### config.mk
export PLATFORM = sky130hd
export DESIGN_NAME = tprb_mul
export DESIGN_NICKNAME = d
export VERILOG_FILES = /design/src/hdl/tprb_pkg.sv /design/src/hdl/tprb_mul.sv
export SDC_FILE = /design/constraint.sdc
export NUM_CORES = 2
export LEC_CHECK = 0
export ABC_AREA = 1
export BUFFER_PORTS_ARGS = -buffer_cell sky130_fd_sc_hd__buf_2
export CORE_MARGIN = 2
export CORE_UTILIZATION = 65
export CTS_CLUSTER_DIAMETER = 50
export CTS_CLUSTER_SIZE = 25
export DETAILED_ROUTE_END_ITERATION = 12
export HOLD_SLACK_MARGIN = 0.03
export PLACE_DENSITY = 0.94
export SYNTH_ARGS = -nofsm -noshare
export SYNTH_HDL_FRONTEND = slang
export SYNTH_SLANG_ARGS = --single-unit
### constraint.sdc
create_clock -name aclk -period 16.6 [get_ports aclk]
set_clock_uncertainty 0.15 [all_clocks]
set_input_delay 0.83 -clock aclk [delete_from_list [all_inputs] [get_ports aclk]]
set_output_delay 0.83 -clock aclk [all_outputs]
set_load 0.005 [all_outputs]
### src/hdl/tprb_pkg.sv
// Package of the two-pole resonant bandpass: widths, register indexes and the cosine table.
// Depends on nothing; used by every module of the block.
package tprb_pkg;

    localparam int COS_DEPTH  = 1024;
    localparam int COS_KW     = $clog2(COS_DEPTH + 1);
    localparam int CFG_IDX_W  = 8;
    localparam int CFG_DATA_W = 32;
    localparam int CFG_W      = 16;
    localparam int SAMPLE_W   = 24;
    localparam int COEF_W     = 32;
    localparam int HIST_W     = 40;
    localparam int MUL_W      = 34;
    localparam int DIV_STEPS  = 30;

    localparam logic [CFG_IDX_W-1:0] REG_CENTRE_FREQ = CFG_IDX_W'(0);
    localparam logic [CFG_IDX_W-1:0] REG_REL_BW      = CFG_IDX_W'(1);

    localparam longint PI_Q30  = 64'sd3373259426;
    localparam longint ONE_Q30 = 64'sd1073741824;
    localparam longint DENS [0:6] = '{182, 132, 90, 56, 30, 12, 2};

    typedef logic signed [COEF_W-1:0] cos_tab_t [0:COS_DEPTH];

    function automatic cos_tab_t build_cos_tab();
        cos_tab_t tab;
        longint   kk;
        longint   x;
        longint   x2;
        longint   t;
        logic     folded;
        for (int k = 0; k <= COS_DEPTH; k++) begin
            folded = (2 * k > COS_DEPTH);
            kk = folded ? longint'(COS_DEPTH - k) : longint'(k);
            x  = (PI_Q30 * kk) / COS_DEPTH;
            x2 = (x * x) >>> 30;
            t  = ONE_Q30;
            for (int i = 0; i < 7; i++) begin
                t = ONE_Q30 - ((x2 * t) >>> 30) / DENS[i];
            end
            tab[k] = folded ? COEF_W'(-t) : COEF_W'(t);
        end
        return tab;
    endfunction

    localparam cos_tab_t COS_TAB = build_cos_tab();

endpackage

### src/hdl/tprb_mul.sv
// Shared signed multiplier with a registered product for the bandpass sequencer.
// Depends on tprb_pkg for the operand width.
module tprb_mul (
    input  logic                                    aclk,
    input  logic signed [tprb_pkg::MUL_W-1:0]       op_a,
    input  logic signed [tprb_pkg::MUL_W-1:0]       op_b,
    output logic signed [2*tprb_pkg::MUL_W-1:0]     prod_reg
);

    always_ff @(posedge aclk) begin
        prod_reg <= op_a * op_b;
    end

endmodule

==> metrics <==
CTS root buf clkbuf_16; share of the synthesized area in the top cell type ~54%; Resized Gates After CTS 0; Warnings, synthesis 0; Cell Rows 97; Setup Crit Path Kind in2reg; initial antenna violation count 9; Worst Min Path Start op_b[0]; CP Launch Point op_a[33]; Synth area leaders fa_1, inv_1, nand2_1; Min-Delay Path Class in2reg; final setup fails 0; CTS Hold Bufs 0; Vias 37700; IO Pins approximately 140; core area 70300 µm²; Vias/cell 5.53; maximum clock frequency 0.116 GHz; Synth cell types 32; remaining global-route overflow 0; startpoint types primary input; vias in the first global route roughly 44000; Avg Cell Area, Syn 7.74 µm²; nets@finish approximately 7400; Die ar. about 73000 µm²; syn_nets 7486; RSZ-0062 raised after global routing no; fill cell count around 5000; number of cells produced by synthesis ~6000; register area share after synthesis 2.95%; Final Hold Viols 0; Max clock buf depth 2; Post-CTS Setup Repair Bufs 0; DR iter-0 viols 3643; pin count of the biggest net entering global routing 36; Async SR Flop Fraction 0%; Reg clk slew, reported paths around 60 ps; MaxCap Viol Count 0; CP endpoint kind flop; Die X 271 µm; status finished clean; Initial Util 65.8%; Final min period 8660 ps; GP Congestion 1.01; total wire length 132000 µm; number of synthesized flops with an enable pin 0; critical path arrival about 8800 ps; port buffer count 136; final setup TNS 0 ps; Cell Area, Synth about 46000 µm²; WL per Instance 19.3 µm; Die H approximately 270 µm; Rel. slew slack 20.7%; cts bufs inserted 9; Worst Hold Path Cells 4; ANT nets after route 0; gr usage total between 30% and 40%; fin crit share between 50% and 60%; TritonCTS sink count 68; TritonCTS clock tree built; DP HPWL 110000 µm; commonest cells after routing, fill and taps aside inv_1, nand2_1, fa_1; Area Growth Syn to Fin 2.65%; first-pass GRT wire length 216000 µm; Tightest Pin Transition 1190 ps; register bit count reported by yosys 68; H-tree lvl count 3; Crit Path Max Fanout 34; max-slew violation count 0; flip-flop count of the largest register after layout 68; most common cell after layout, fill and taps aside inv_1; drt drc 0; drt first pass iters 7; layout cells sized above 1 3.84%; post-synth top area cell fa_1; WP data required 16690 ps; Top FF cell, synth dfxtp_1
-- Yosys cell counts, drive strengths merged, types with 2 or more instances --
cell and instances:
o21bai 11, dfxtp 68, xor2 33, nand3b 3
nor2 124, o21ai 19, xnor2 2, clkbuf 269
inv 2119, buf 2, nand4 19, fa 1241
nor3 22, nand2 1683, or2 8, a21oi 63
ha 204, nand3 77
-- path summary, 6_finish.rpt --
| path | slack (ps) | end |
|---|---|---|
| setup / recovery | 7940 | prod_reg[57] |
| hold / removal | 910 | prod_reg[0] |
-- cell type report --
class / count / area, µm² / area share [%]
antenna: 8 / 20.0 / 0.0422
clock buffer: 10 / 229 / 0.483
clock inverter: 5 / 30.0 / 0.0633
inverter: 2119 / 7950 / 16.8
multi-input combinational: 3514 / 35900 / 75.6
sequential: 68 / 1360 / 2.87
tap: 940 / 1180 / 2.48
timing repair buffer: 150 / 786 / 1.66
-- metal layers --
layer | track usage [%] | share of wire, %
met5 | 0 | 0.0061
met4 | 29.6 | 9.2
met3 | 9.08 | 10
met2 | 65.1 | 49
met1 | 40.2 | 31
-- stage by stage --
stage	utilization, %	worst slack (ps)	instance area, µm²	hold slack, ps	instances
floorplan	-	8800	46200	959	5972
global placement	67.1	7910	47200	1060	6791
detailed placement	67.1	7640	47200	1060	6791
CTS	67.5	7960	47400	899	6806
global route	67.5	7460	47400	944	6812
finish	67.5	7940	47400	906	6814
-- worst max-delay path, cell delays in order --
cell	delay (ps)
buf_2	570
nand2_1	230
inv_1	180
fa_1	500
fa_1	580
fa_1	930
fa_1	1100
inv_1	210
fa_1	520
fa_1	560
inv_1	60
fa_1	550
fa_1	410
ha_1	410
nand2_1	120
nor2_1	140
inv_1	80
nor2_1	180
nand2_1	100
nor3_1	200
nand2_1	100
nand4_1	90
nand2_1	50
-- logic make-up after synthesis --
group | synth area share (%)
AND/OR/NAND/NOR | 16.6
AO/OA/AOI/OAI | 1.13
buffers and inverters | 19.4
flip-flops | 2.95
adder cells (fa/ha/maj) | 59.3
XOR/XNOR | 0.663
Power is not shown: default switching activity piles up to over one toggle a cycle in this logic, so the estimate is an artifact.
